--- src/rtl/lpt_pkg.sv ---
// lpt_pkg: shared constants, codes and types of the loop event table
// used by lpt_front, lpt_back and loop_event_table
package lpt_pkg;

  localparam int Capacity      = 32;
  localparam int IdxW          = $clog2(Capacity);
  localparam int CntW          = IdxW + 1;
  localparam int PosW          = 13;
  localparam int NoteW         = 8;
  localparam int StepsW        = 7;
  localparam int PulsesPerStep = 96;
  localparam int EndBuffer     = 4;
  localparam int MaxLoopSteps  = 64;
  localparam int LoopEndW      = StepsW + 7;

  localparam logic [1:0] MODE_TICK  = 2'd0;
  localparam logic [1:0] MODE_ADD   = 2'd1;
  localparam logic [1:0] MODE_CLEAR = 2'd2;

  localparam logic [1:0] KIND_KEEP   = 2'd0;
  localparam logic [1:0] KIND_CHOSEN = 2'd1;
  localparam logic [1:0] KIND_FIRST  = 2'd2;

  typedef struct packed {
    logic [PosW-1:0]  s;
    logic [PosW-1:0]  e;
    logic [NoteW-1:0] n;
    logic             c;
  } entry_t;

  localparam int EntryW = $bits(entry_t);

  typedef struct packed {
    logic [1:0]       mode;
    logic [PosW-1:0]  pos;
    logic [PosW-1:0]  st;
    logic [PosW-1:0]  en;
    logic [NoteW-1:0] note;
    logic             chord;
  } cmd_t;

  typedef struct packed {
    logic             active;
    logic [NoteW-1:0] note;
    logic             chord;
    logic [CntW-1:0]  count;
    logic             dropped;
  } res_t;

endpackage

--- src/rtl/lpt_ram.sv ---
// lpt_ram: generic single write port ram with registered read
// no dependencies
module lpt_ram #(
  parameter int Width = 8,
  parameter int Depth = 32
) (
  input  logic                     clk_i,
  input  logic                     we_i,
  input  logic [$clog2(Depth)-1:0] waddr_i,
  input  logic [Width-1:0]         wdata_i,
  input  logic [$clog2(Depth)-1:0] raddr_i,
  output logic [Width-1:0]         rdata_o
);

  logic [Width-1:0] mem_q [Depth];

  always_ff @(posedge clk_i) begin
    if (we_i) begin
      mem_q[waddr_i] <= wdata_i;
    end
    rdata_o <= mem_q[raddr_i];
  end

endmodule

--- src/rtl/lpt_front.sv ---
// lpt_front: loop length register, item decode with end fix-up, command queue
// depends on lpt_pkg
module lpt_front import lpt_pkg::*; (
  input  logic              clk_i,
  input  logic              rst_ni,
  input  logic              steps_we_i,
  input  logic [StepsW-1:0] steps_i,
  input  logic              push_i,
  output logic              full_o,
  input  logic [1:0]        mode_i,
  input  logic [PosW-1:0]   position_i,
  input  logic [PosW-1:0]   start_i,
  input  logic [PosW-1:0]   end_i,
  input  logic [NoteW-1:0]  note_i,
  input  logic              chord_i,
  output logic              cmd_valid_o,
  output cmd_t              cmd_o,
  input  logic              cmd_pop_i
);

  logic [StepsW-1:0]   steps_q;
  logic [StepsW-1:0]   steps_c;
  logic [LoopEndW-1:0] prod;
  logic [LoopEndW-1:0] le_w;
  logic [PosW-1:0]     loop_end;
  logic [PosW:0]       buf_end;
  logic [PosW-1:0]     en_fix;
  cmd_t                cmd_in;
  cmd_t                fifo_q [2];
  logic                wp_q, rp_q;
  logic [1:0]          cnt_q;
  logic                do_push;

  always_ff @(posedge clk_i or negedge rst_ni) begin
    if (!rst_ni) begin
      steps_q <= StepsW'(16);
    end else if (steps_we_i) begin
      steps_q <= steps_i;
    end
  end

  always_comb begin
    if (steps_q == '0) begin
      steps_c = StepsW'(1);
    end else if (steps_q > StepsW'(MaxLoopSteps)) begin
      steps_c = StepsW'(MaxLoopSteps);
    end else begin
      steps_c = steps_q;
    end
    prod = LoopEndW'(steps_c) * LoopEndW'(PulsesPerStep);
    le_w = prod - LoopEndW'(1);
    loop_end = (le_w > LoopEndW'((1 << PosW) - 1)) ? '1 : le_w[PosW-1:0];
    buf_end = {1'b0, start_i} + (PosW+1)'(EndBuffer);
    if (end_i < start_i) begin
      en_fix = loop_end;
    end else if (end_i == start_i) begin
      en_fix = (buf_end > {1'b0, loop_end}) ? loop_end : buf_end[PosW-1:0];
    end else begin
      en_fix = end_i;
    end
    cmd_in = '{mode: mode_i, pos: position_i, st: start_i, en: en_fix,
               note: note_i, chord: chord_i};
  end

  assign full_o      = (cnt_q == 2'd2);
  assign do_push     = push_i && !full_o;
  assign cmd_valid_o = (cnt_q != 2'd0);
  assign cmd_o       = fifo_q[rp_q];

  always_ff @(posedge clk_i) begin
    if (do_push) begin
      fifo_q[wp_q] <= cmd_in;
    end
  end

  always_ff @(posedge clk_i or negedge rst_ni) begin
    if (!rst_ni) begin
      wp_q  <= 1'b0;
      rp_q  <= 1'b0;
      cnt_q <= 2'd0;
    end else begin
      if (do_push) begin
        wp_q <= ~wp_q;
      end
      if (cmd_pop_i) begin
        rp_q <= ~rp_q;
      end
      cnt_q <= cnt_q + 2'(do_push) - 2'(cmd_pop_i);
    end
  end

endmodule

--- src/rtl/lpt_back.sv ---
// lpt_back: table sequencer over two ping-pong rams, playback pointer, result queue
// depends on lpt_pkg and lpt_ram
module lpt_back import lpt_pkg::*; (
  input  logic clk_i,
  input  logic rst_ni,
  input  logic cmd_valid_i,
  input  cmd_t cmd_i,
  output logic cmd_pop_o,
  input  logic pop_i,
  output logic empty_o,
  output res_t res_o
);

  localparam logic [2:0] S_IDLE = 3'd0;
  localparam logic [2:0] S_DO   = 3'd1;
  localparam logic [2:0] S_RD   = 3'd2;
  localparam logic [2:0] S_PROC = 3'd3;
  localparam logic [2:0] S_FIN  = 3'd4;
  localparam logic [2:0] S_LDA  = 3'd5;
  localparam logic [2:0] S_LDD  = 3'd6;
  localparam logic [2:0] S_RES  = 3'd7;

  logic [2:0]      state_q, state_d;
  cmd_t            cmd_q, cmd_d;
  logic [CntW-1:0] count_q, count_d, m_q, m_d;
  logic [IdxW-1:0] qidx_q, qidx_d, i_q, i_d, chosen_q, chosen_d;
  logic [IdxW-1:0] posq_q, posq_d, posn_q, posn_d, posc_q, posc_d;
  logic            trig_q, trig_d, bank_q, bank_d, drop_q, drop_d;
  logic            placed_q, placed_d, qrem_q, qrem_d, org0_q, org0_d;
  logic [1:0]      kind_q, kind_d;
  entry_t          cache_q, cache_d;

  logic            we, wbank;
  logic [IdxW-1:0] waddr, raddr;
  entry_t          wdata, cur, nv;
  logic [EntryW-1:0] rdata_a, rdata_b;

  res_t            ofifo_q [2];
  logic            owp_q, orp_q;
  logic [1:0]      ocnt_q;
  logic            opush;
  res_t            res_new;
  logic [CntW-1:0] i1, m_f;
  logic [IdxW-1:0] posn_f, nq, nxt;
  logic            clr;

  lpt_ram #(.Width(EntryW), .Depth(Capacity)) u_ram_a (
    .clk_i, .we_i(we && !wbank), .waddr_i(waddr), .wdata_i(wdata),
    .raddr_i(raddr), .rdata_o(rdata_a)
  );

  lpt_ram #(.Width(EntryW), .Depth(Capacity)) u_ram_b (
    .clk_i, .we_i(we && wbank), .waddr_i(waddr), .wdata_i(wdata),
    .raddr_i(raddr), .rdata_o(rdata_b)
  );

  assign cur = bank_q ? entry_t'(rdata_b) : entry_t'(rdata_a);
  assign nv  = '{s: cmd_q.st, e: cmd_q.en, n: cmd_q.note, c: cmd_q.chord};
  assign i1  = {1'b0, i_q} + CntW'(1);

  always_comb begin
    state_d = state_q; cmd_d = cmd_q; count_d = count_q; m_d = m_q;
    qidx_d = qidx_q; i_d = i_q; chosen_d = chosen_q;
    posq_d = posq_q; posn_d = posn_q; posc_d = posc_q;
    trig_d = trig_q; bank_d = bank_q; drop_d = drop_q;
    placed_d = placed_q; qrem_d = qrem_q; org0_d = org0_q;
    kind_d = kind_q; cache_d = cache_q;
    we = 1'b0; wbank = ~bank_q; waddr = m_q[IdxW-1:0]; wdata = cur;
    raddr = i_q; cmd_pop_o = 1'b0; opush = 1'b0;
    m_f = m_q; posn_f = posn_q; nq = '0; clr = 1'b0;
    nxt = (i1 == count_q) ? '0 : i1[IdxW-1:0];
    if (qidx_q == IdxW'(count_q - CntW'(1))) begin
      nxt = '0;
    end else begin
      nxt = qidx_q + IdxW'(1);
    end
    res_new = '{active: trig_q,
                note: (count_q != '0) ? cache_q.n : '0,
                chord: (count_q != '0) ? cache_q.c : 1'b0,
                count: count_q, dropped: drop_q};

    unique case (state_q)
      S_IDLE: begin
        if (cmd_valid_i && ocnt_q != 2'd2) begin
          cmd_pop_o = 1'b1;
          cmd_d     = cmd_i;
          drop_d    = 1'b0;
          state_d   = S_DO;
        end
      end
      S_DO: begin
        state_d = S_RES;
        case (cmd_q.mode)
          MODE_TICK: begin
            if (count_q != '0) begin
              if (!trig_q) begin
                if (cmd_q.pos == cache_q.s) trig_d = 1'b1;
              end else if (cmd_q.pos == cache_q.e) begin
                trig_d  = 1'b0;
                qidx_d  = nxt;
                state_d = S_LDA;
              end
            end
          end
          MODE_ADD: begin
            if (count_q >= CntW'(Capacity)) begin
              drop_d = 1'b1;
            end else if (count_q == '0) begin
              we      = 1'b1;
              wbank   = bank_q;
              waddr   = '0;
              wdata   = nv;
              count_d = CntW'(1);
              qidx_d  = '0;
              trig_d  = 1'b0;
              cache_d = nv;
            end else begin
              i_d = '0; m_d = '0; placed_d = 1'b0; qrem_d = 1'b0;
              org0_d = 1'b0; kind_d = KIND_KEEP; chosen_d = '0;
              posq_d = '0; posn_d = '0; posc_d = '0;
              state_d = S_RD;
            end
          end
          MODE_CLEAR: begin
            count_d = '0;
            qidx_d  = '0;
            trig_d  = 1'b0;
          end
          default: ;
        endcase
      end
      S_RD: begin
        state_d = S_PROC;
      end
      S_PROC: begin
        if (!placed_q && cmd_q.st <= cur.s && cmd_q.en < cur.s) begin
          we       = 1'b1;
          wdata    = nv;
          posn_d   = m_q[IdxW-1:0];
          m_d      = m_q + CntW'(1);
          placed_d = 1'b1;
        end else begin
          if (!placed_q && cmd_q.st <= cur.s) begin
            if (i_q == qidx_q) qrem_d = 1'b1;
            if (i_q != '0) begin
              if (i1 < count_q) begin
                kind_d   = KIND_CHOSEN;
                chosen_d = i1[IdxW-1:0];
              end else begin
                kind_d = KIND_FIRST;
              end
            end
          end else begin
            if (!placed_q && cmd_q.st <= cur.e) begin
              wdata.e = cmd_q.st - PosW'(1);
              if (i1 == count_q) kind_d = KIND_FIRST;
            end
            we  = 1'b1;
            m_d = m_q + CntW'(1);
            if (i_q == qidx_q) begin
              posq_d = m_q[IdxW-1:0];
              if (m_q == '0) org0_d = 1'b1;
            end
            if (kind_q == KIND_CHOSEN && i_q == chosen_q) posc_d = m_q[IdxW-1:0];
          end
          if (i1 == count_q) begin
            state_d = S_FIN;
          end else begin
            i_d     = i1[IdxW-1:0];
            state_d = S_RD;
          end
        end
      end
      S_FIN: begin
        if (!placed_q) begin
          we     = 1'b1;
          wdata  = nv;
          m_f    = m_q + CntW'(1);
          posn_f = m_q[IdxW-1:0];
        end
        if (kind_q == KIND_FIRST) begin
          nq  = '0;
          clr = !org0_q;
        end else if (kind_q == KIND_CHOSEN) begin
          nq  = posc_q;
          clr = (chosen_q != qidx_q);
        end else if (qrem_q) begin
          nq  = posn_f;
          clr = 1'b1;
        end else begin
          nq  = posq_q;
          clr = 1'b0;
        end
        if (clr) trig_d = 1'b0;
        count_d = m_f;
        qidx_d  = nq;
        bank_d  = ~bank_q;
        state_d = S_LDA;
      end
      S_LDA: begin
        raddr   = qidx_q;
        state_d = S_LDD;
      end
      S_LDD: begin
        raddr   = qidx_q;
        cache_d = cur;
        state_d = S_RES;
      end
      S_RES: begin
        opush   = 1'b1;
        state_d = S_IDLE;
      end
      default: state_d = S_IDLE;
    endcase
  end

  always_ff @(posedge clk_i or negedge rst_ni) begin
    if (!rst_ni) begin
      state_q <= S_IDLE;
      count_q <= '0;
      qidx_q  <= '0;
      trig_q  <= 1'b0;
      bank_q  <= 1'b0;
      owp_q   <= 1'b0;
      orp_q   <= 1'b0;
      ocnt_q  <= 2'd0;
    end else begin
      state_q <= state_d;
      count_q <= count_d;
      qidx_q  <= qidx_d;
      trig_q  <= trig_d;
      bank_q  <= bank_d;
      if (opush) owp_q <= ~owp_q;
      if (pop_i && !empty_o) orp_q <= ~orp_q;
      ocnt_q <= ocnt_q + 2'(opush) - 2'(pop_i && !empty_o);
    end
  end

  always_ff @(posedge clk_i) begin
    cmd_q    <= cmd_d;
    m_q      <= m_d;
    i_q      <= i_d;
    chosen_q <= chosen_d;
    posq_q   <= posq_d;
    posn_q   <= posn_d;
    posc_q   <= posc_d;
    drop_q   <= drop_d;
    placed_q <= placed_d;
    qrem_q   <= qrem_d;
    org0_q   <= org0_d;
    kind_q   <= kind_d;
    cache_q  <= cache_d;
    if (opush) ofifo_q[owp_q] <= res_new;
  end

  assign empty_o = (ocnt_q == 2'd0);
  assign res_o   = ofifo_q[orp_q];

endmodule

--- src/rtl/loop_event_table.sv ---
// loop_event_table: top level of the loop event table
// depends on lpt_pkg, lpt_front and lpt_back
//
// usage: items enter through push/full, results leave through empty/pop,
// one result per item in item order. loop_steps_we_i writes the loop length
// in steps (reset 16); write it only while no item is in flight.
// mode 0 ticks the playback pointer at position_i, mode 1 adds an event,
// mode 2 clears the table, mode 3 leaves everything as it was.
// a two-entry command queue sits between the decode front and the table
// sequencer, and a two-entry result queue sits at the output, so input is
// taken while a result waits for pop.
// tick, clear and refused or first add pass S_DO then S_RES; a tick that
// advances the pointer reloads the cached event in S_LDA and S_LDD first. an
// add into a non-empty table passes S_RD and S_PROC per stored event, reading
// it from one ram bank and writing the merged table into the other.
// reset empties the table, sets the pointer to entry 0, untriggered, and
// empties both queues. when pop stays low the result queue fills, then the
// command queue, and full rises; nothing is lost.
module loop_event_table import lpt_pkg::*; (
  input  logic              clk_i,
  input  logic              rst_ni,
  input  logic              loop_steps_we_i,
  input  logic [StepsW-1:0] loop_steps_i,
  input  logic              push,
  output logic              full,
  input  logic [1:0]        mode_i,
  input  logic [PosW-1:0]   position_i,
  input  logic [PosW-1:0]   start_position_i,
  input  logic [PosW-1:0]   end_position_i,
  input  logic [NoteW-1:0]  note_value_i,
  input  logic              is_chord_i,
  output logic              empty,
  input  logic              pop,
  output logic              active_o,
  output logic [NoteW-1:0]  current_note_o,
  output logic              current_chord_o,
  output logic [CntW-1:0]   event_count_o,
  output logic              add_dropped_o
);

  logic cmd_valid, cmd_pop;
  cmd_t cmd;
  res_t res;

  lpt_front u_front (
    .clk_i, .rst_ni,
    .steps_we_i(loop_steps_we_i), .steps_i(loop_steps_i),
    .push_i(push), .full_o(full),
    .mode_i, .position_i, .start_i(start_position_i), .end_i(end_position_i),
    .note_i(note_value_i), .chord_i(is_chord_i),
    .cmd_valid_o(cmd_valid), .cmd_o(cmd), .cmd_pop_i(cmd_pop)
  );

  lpt_back u_back (
    .clk_i, .rst_ni,
    .cmd_valid_i(cmd_valid), .cmd_i(cmd), .cmd_pop_o(cmd_pop),
    .pop_i(pop), .empty_o(empty), .res_o(res)
  );

  assign active_o        = res.active;
  assign current_note_o  = res.note;
  assign current_chord_o = res.chord;
  assign event_count_o   = res.count;
  assign add_dropped_o   = res.dropped;

  a_count_range: assert property (@(posedge clk_i) disable iff (!rst_ni)
    !empty |-> event_count_o <= CntW'(Capacity))
    else $error("event count above capacity");

  a_drop_full: assert property (@(posedge clk_i) disable iff (!rst_ni)
    (!empty && add_dropped_o) |-> event_count_o == CntW'(Capacity))
    else $error("add refused with room left");

  a_empty_silent: assert property (@(posedge clk_i) disable iff (!rst_ni)
    (!empty && event_count_o == '0) |-> (!active_o && current_note_o == '0))
    else $error("empty table reports an event");

  a_pop_empty_clear: assert property (@(posedge clk_i) disable iff (!rst_ni)
    cmd_pop |-> cmd_valid)
    else $error("command taken from empty queue");

endmodule

--- config.mk ---
export PLATFORM = sky130hd
export DESIGN_NAME = loop_event_table
export DESIGN_NICKNAME = d
export VERILOG_FILES = /design/src/rtl/lpt_pkg.sv /design/src/rtl/lpt_ram.sv /design/src/rtl/lpt_front.sv /design/src/rtl/lpt_back.sv /design/src/rtl/loop_event_table.sv
export SDC_FILE = /design/constraint.sdc
export NUM_CORES = 2
export LEC_CHECK = 0
export BUFFER_PORTS_ARGS = -buffer_cell sky130_fd_sc_hd__buf_2
export CORE_ASPECT_RATIO = 0.6
export CORE_MARGIN = 2
export CORE_UTILIZATION = 55
export DETAILED_ROUTE_END_ITERATION = 16
export PLACE_DENSITY = 0.69
export SYNTH_ARGS = -nofsm -noshare
export SYNTH_HDL_FRONTEND = slang
export SYNTH_SLANG_ARGS = --single-unit
--- constraint.sdc ---
create_clock -name clk_i -period 11.4 [get_ports clk_i]
set_input_delay 1.14 -clock clk_i [delete_from_list [all_inputs] [get_ports clk_i]]
set_output_delay 1.14 -clock clk_i [all_outputs]
set_load 0.01 [all_outputs]
==> metrics.md <==
| Metric | Value |
|---|---|
| Tcrit/Tclk final | `a little under three fifths` |
| Synth warn | `0` |
| Total grt overflow | `0` |
| Mapped cell area | `104800 um2` |
| Synth Net Count | `7543` |
| Die X | `567.4 um` |
| Clk Latency, worst-skew pair | `approximately 900 ps` |
| Netlist cell types | `just under 80` |
| Total CTS buffers | `~220` |
| Syn avg cell area | `14.18 um2` |
| Nets | `7544` |
| IO Count | `81` |
| Largest net degree at the start of global routing | `roughly 170` |
| Setup Total Neg Slack | `0 ps` |
| Multi-input logic area | `roughly 26000 um2` |
| Achievable frequency | `~160 MHz` |
| DIE AREA | `194100 um2` |
| Most frequent cells in the layout | `edfxtp_1, nand2_1, mux2i_1, nand3_1, and3_1` |
| First-pass GRT wire length | `approximately 430000 um` |
| Port buffer count | `80` |
| Metal2 WL | `around 130000 um` |
| CTS Hold Bufs | `0` |
| CTS H-tree depth | `4` |
| Yosys top cell by area | `edfxtp_1` |
| Antenna violations before repair | `16` |
| Commonest non-fill, non-tap cell in the layout | `edfxtp_1` |
| Setup Fix Bufs, Post-CTS | `0` |
| Reg area | `77130 um2` |
| Failing checks | `max-capacitance violations, max-slew violations` |
| Area growth syn-to-layout | `10.63%` |
| Fin. Hold Viols | `0` |
| Slew of the pin with the lowest slew margin | `around 1500 ps` |
| Die Y | `about 340 um` |
| Vias after detailed routing | `around 66000` |
| CP peak stage delay | `a little under 900 ps` |
| Max-Slew Margin vs Limit | `-1.356%` |
| Top FF cell, synth | `edfxtp_1` |
| Routed met1 length | `approximately 120000 um` |
| Critical path arrival | `slightly above 7000 ps` |
| R2R Path End | `u_back.u_ram_b.rdata_o[20]$_DFF_P_` |
| Hold Path Class | `primary input to async pin` |
| Clock sinks | `roughly 2600` |
| Reg2Reg Depth | `10` |
| Via-to-Cell Ratio | `6.542` |
| Vias in the first global route | `around 60000` |
| Post-CTS Resized | `0` |
| Synth top area cells | `edfxtp_1, nand2_1, mux2i_1` |
| Status | `finished with violations` |
| Cell Rows | `approximately 120` |
| Post-synth ARST share | `under 10%` |
| Total setup violations reported at the end of the flow | `0` |
| Maximum root-to-sink buffer count | `4` |
| Fillers | `between 10000 and 15000` |
| CTS tree | `yes` |
| Clk root buf | `clkbuf_16` |
| Worst-path clk slew | `~70 ps` |
| CP max stage cell | `o22ai_1` |
| Crit path time final | `about 6300 ps` |
| Cell mode on critical path | `buf_4` |
| Top routing layer in use | `met5` |
| CP Launch Type | `flip-flop` |
| DRC | `0` |
| Worst Path Max Fanout | `approximately 140` |
| Post-synth EDFFs | `2496` |
| Post-route core utilization | `roughly three fifths` |
| Post-synth top area share | `a little under three quarters` |
| CP required | `around 12000 ps` |
| First-pass detailed-route iteration total | `8` |
| Sequential area share after synthesis | `~74%` |
| Fraction of layout cells with a size suffix above 1 | `a little over a tenth` |
| Worst r2r src | `u_back.state_q[1]$_DFFE_PN0P_` |
| RSZ-0062 raised after global routing | `false` |
| Metal3 WL | `about 43000 um` |
| GPL Wtd Cong | `~0.97` |
| Detailed placement HPWL | `approximately 170000 um` |
| Post-route ant nets | `0` |
| Synthesized flop and latch total | `between 2000 and 3000` |
| Number of max-cap violations | `1` |
| Fin Clk Skew | `slightly above 70 ps` |
| Initial Util | `between 50% and 60%` |
| WS Path Type | `flip-flop to flip-flop` |
| Max Slew Vio Count | `7` |
| Worst-path cell chain | `xor2_2 -> nand3_4 -> buf_4 -> and2_4 -> buf_4 -> buf_12 -> mux2i_1 -> o221ai_1 -> o22ai_1 -> a21oi_1` |
| Final wirelength | `roughly 300000 um` |
| Mapped Cells | `between 7000 and 8000` |
| Reg2Reg Setup Slack | `~5000 ps` |
| Total GRT Usage | `slightly above 30%` |
| 1st-iter DRT viols | `between 10000 and 15000` |
| Crit. End Element | `flip-flop` |
| Core Region | `roughly 190000 um2` |
| Drt wl/cell | `30.04 um` |
final cells by class:
class	count	area share [%]
clock buffer	297	5.294
timing repair buffer	270	1.684
tap	2520	2.721
inverter	52	0.1684
multi-input combinational	4246	22.69
antenna	6	0.01296
clock inverter	110	0.8745
sequential	2597	66.55
per-layer routing:
metal	global-route usage, %	vias to the layer above
li1	-	28100
met3	10.18	513
met2	44.00	4365
met1	44.73	33070
met5	0	-
met4	8.934	14
through the flow:
stage                     cells  worst slack (ps)  area [um2]  hold slack [ps]
after global placement     9685              5371      108700            437.6
after detailed placement   9685              5257      108700            455.8
after global routing      10090              4935      115900            455.9
after floorplan            7390              5130      104800            421.5
after CTS                 10090              5240      115900            415.9
final                     10100              5051      115900            425.3
registers in the layout, indices dropped and copies added (netlist names), 6 cells and up:
register	count
u_back.u_ram_a.mem_q	1120
u_back.u_ram_b.mem_q	1120
u_front.fifo_q	100
u_back.cmd_q	50
u_back.cache_q	35
u_back.u_ram_a.rdata_o	35
u_back.u_ram_b.rdata_o	35
u_back.ofifo_q	34
u_front.steps_q	7
u_back.count_q	6
u_back.m_q	6
synth_stat cells, types with 5 or more instances:
library cell and n:
buf_2 140, a311oi_1 139, nor4_1 10, nand2b_1 10, nand4_1 16, buf_1 28
or3_1 6, a21oi_1 283, dfrtp_1 30, nand3_1 316, nand2_1 1496, edfxtp_1 2496
buf_4 31, nor3_1 32, o21a_1 5, xor2_1 32, mux2i_1 326, nor2b_1 21
dfxtp_1 70, nor2_1 162, a21o_1 6, o31a_1 69, or2_2 9, xnor2_1 67
clkbuf_1 292, a211oi_1 148, a31oi_1 150, mux2_2 84, ha_1 90, nand3b_1 7
o221ai_1 135, o32ai_1 9, and3_1 294, inv_1 51, o22ai_1 147, a22oi_1 22
o21ai_0 85, and2_1 7
worst max-delay path by stage:
stage	startpoint	endpoint	slack [ps]	depth (start not counted)
finish	u_back.state_q[1]$_DFFE_PN0P_	u_back.u_ram_b.rdata_o[20]$_DFF_P_	5050	10
global route	u_back.state_q[1]$_DFFE_PN0P_	u_back.u_ram_b.rdata_o[9]$_DFF_P_	4930	10
CTS	u_back.state_q[1]$_DFFE_PN0P_	u_back.u_ram_b.rdata_o[9]$_DFF_P_	5240	10
detailed placement	u_back.state_q[1]$_DFFE_PN0P_	u_back.u_ram_b.rdata_o[9]$_DFF_P_	5260	10
global placement	u_back.state_q[1]$_DFFE_PN0P_	u_back.u_ram_b.rdata_o[22]$_DFF_P_	5370	10
floorplan	u_back.bank_q$_DFFE_PN0P_	u_back.u_ram_a.mem_q[0][18]$_DFFE_PP_	5130	13
worst max-delay path, delay by kind of cell, from the launching register on:
family / cells / cell delay (ps)
compound gates: 3 / 1240
xor+xnor: 1 / 240
buf+inv: 3 / 1890
flops: 1 / 810
mux: 1 / 280
simple gates: 2 / 1230
cell families after synthesis:
| group | Yosys count | synth area share [%] |
|---|---|---|
| flops | 2597 | 73.63 |
| simple gates | 2404 | 10.02 |
| compound gates | 1241 | 8.131 |
| buf+inv | 547 | 2.261 |
| mux | 410 | 4.018 |
| xor+xnor | 100 | 0.8432 |
| fa+ha+maj | 91 | 1.094 |
Power is left out: the tool's default activity adds up to more than one toggle a clock period on the data nets, which glitch-free logic cannot reach.
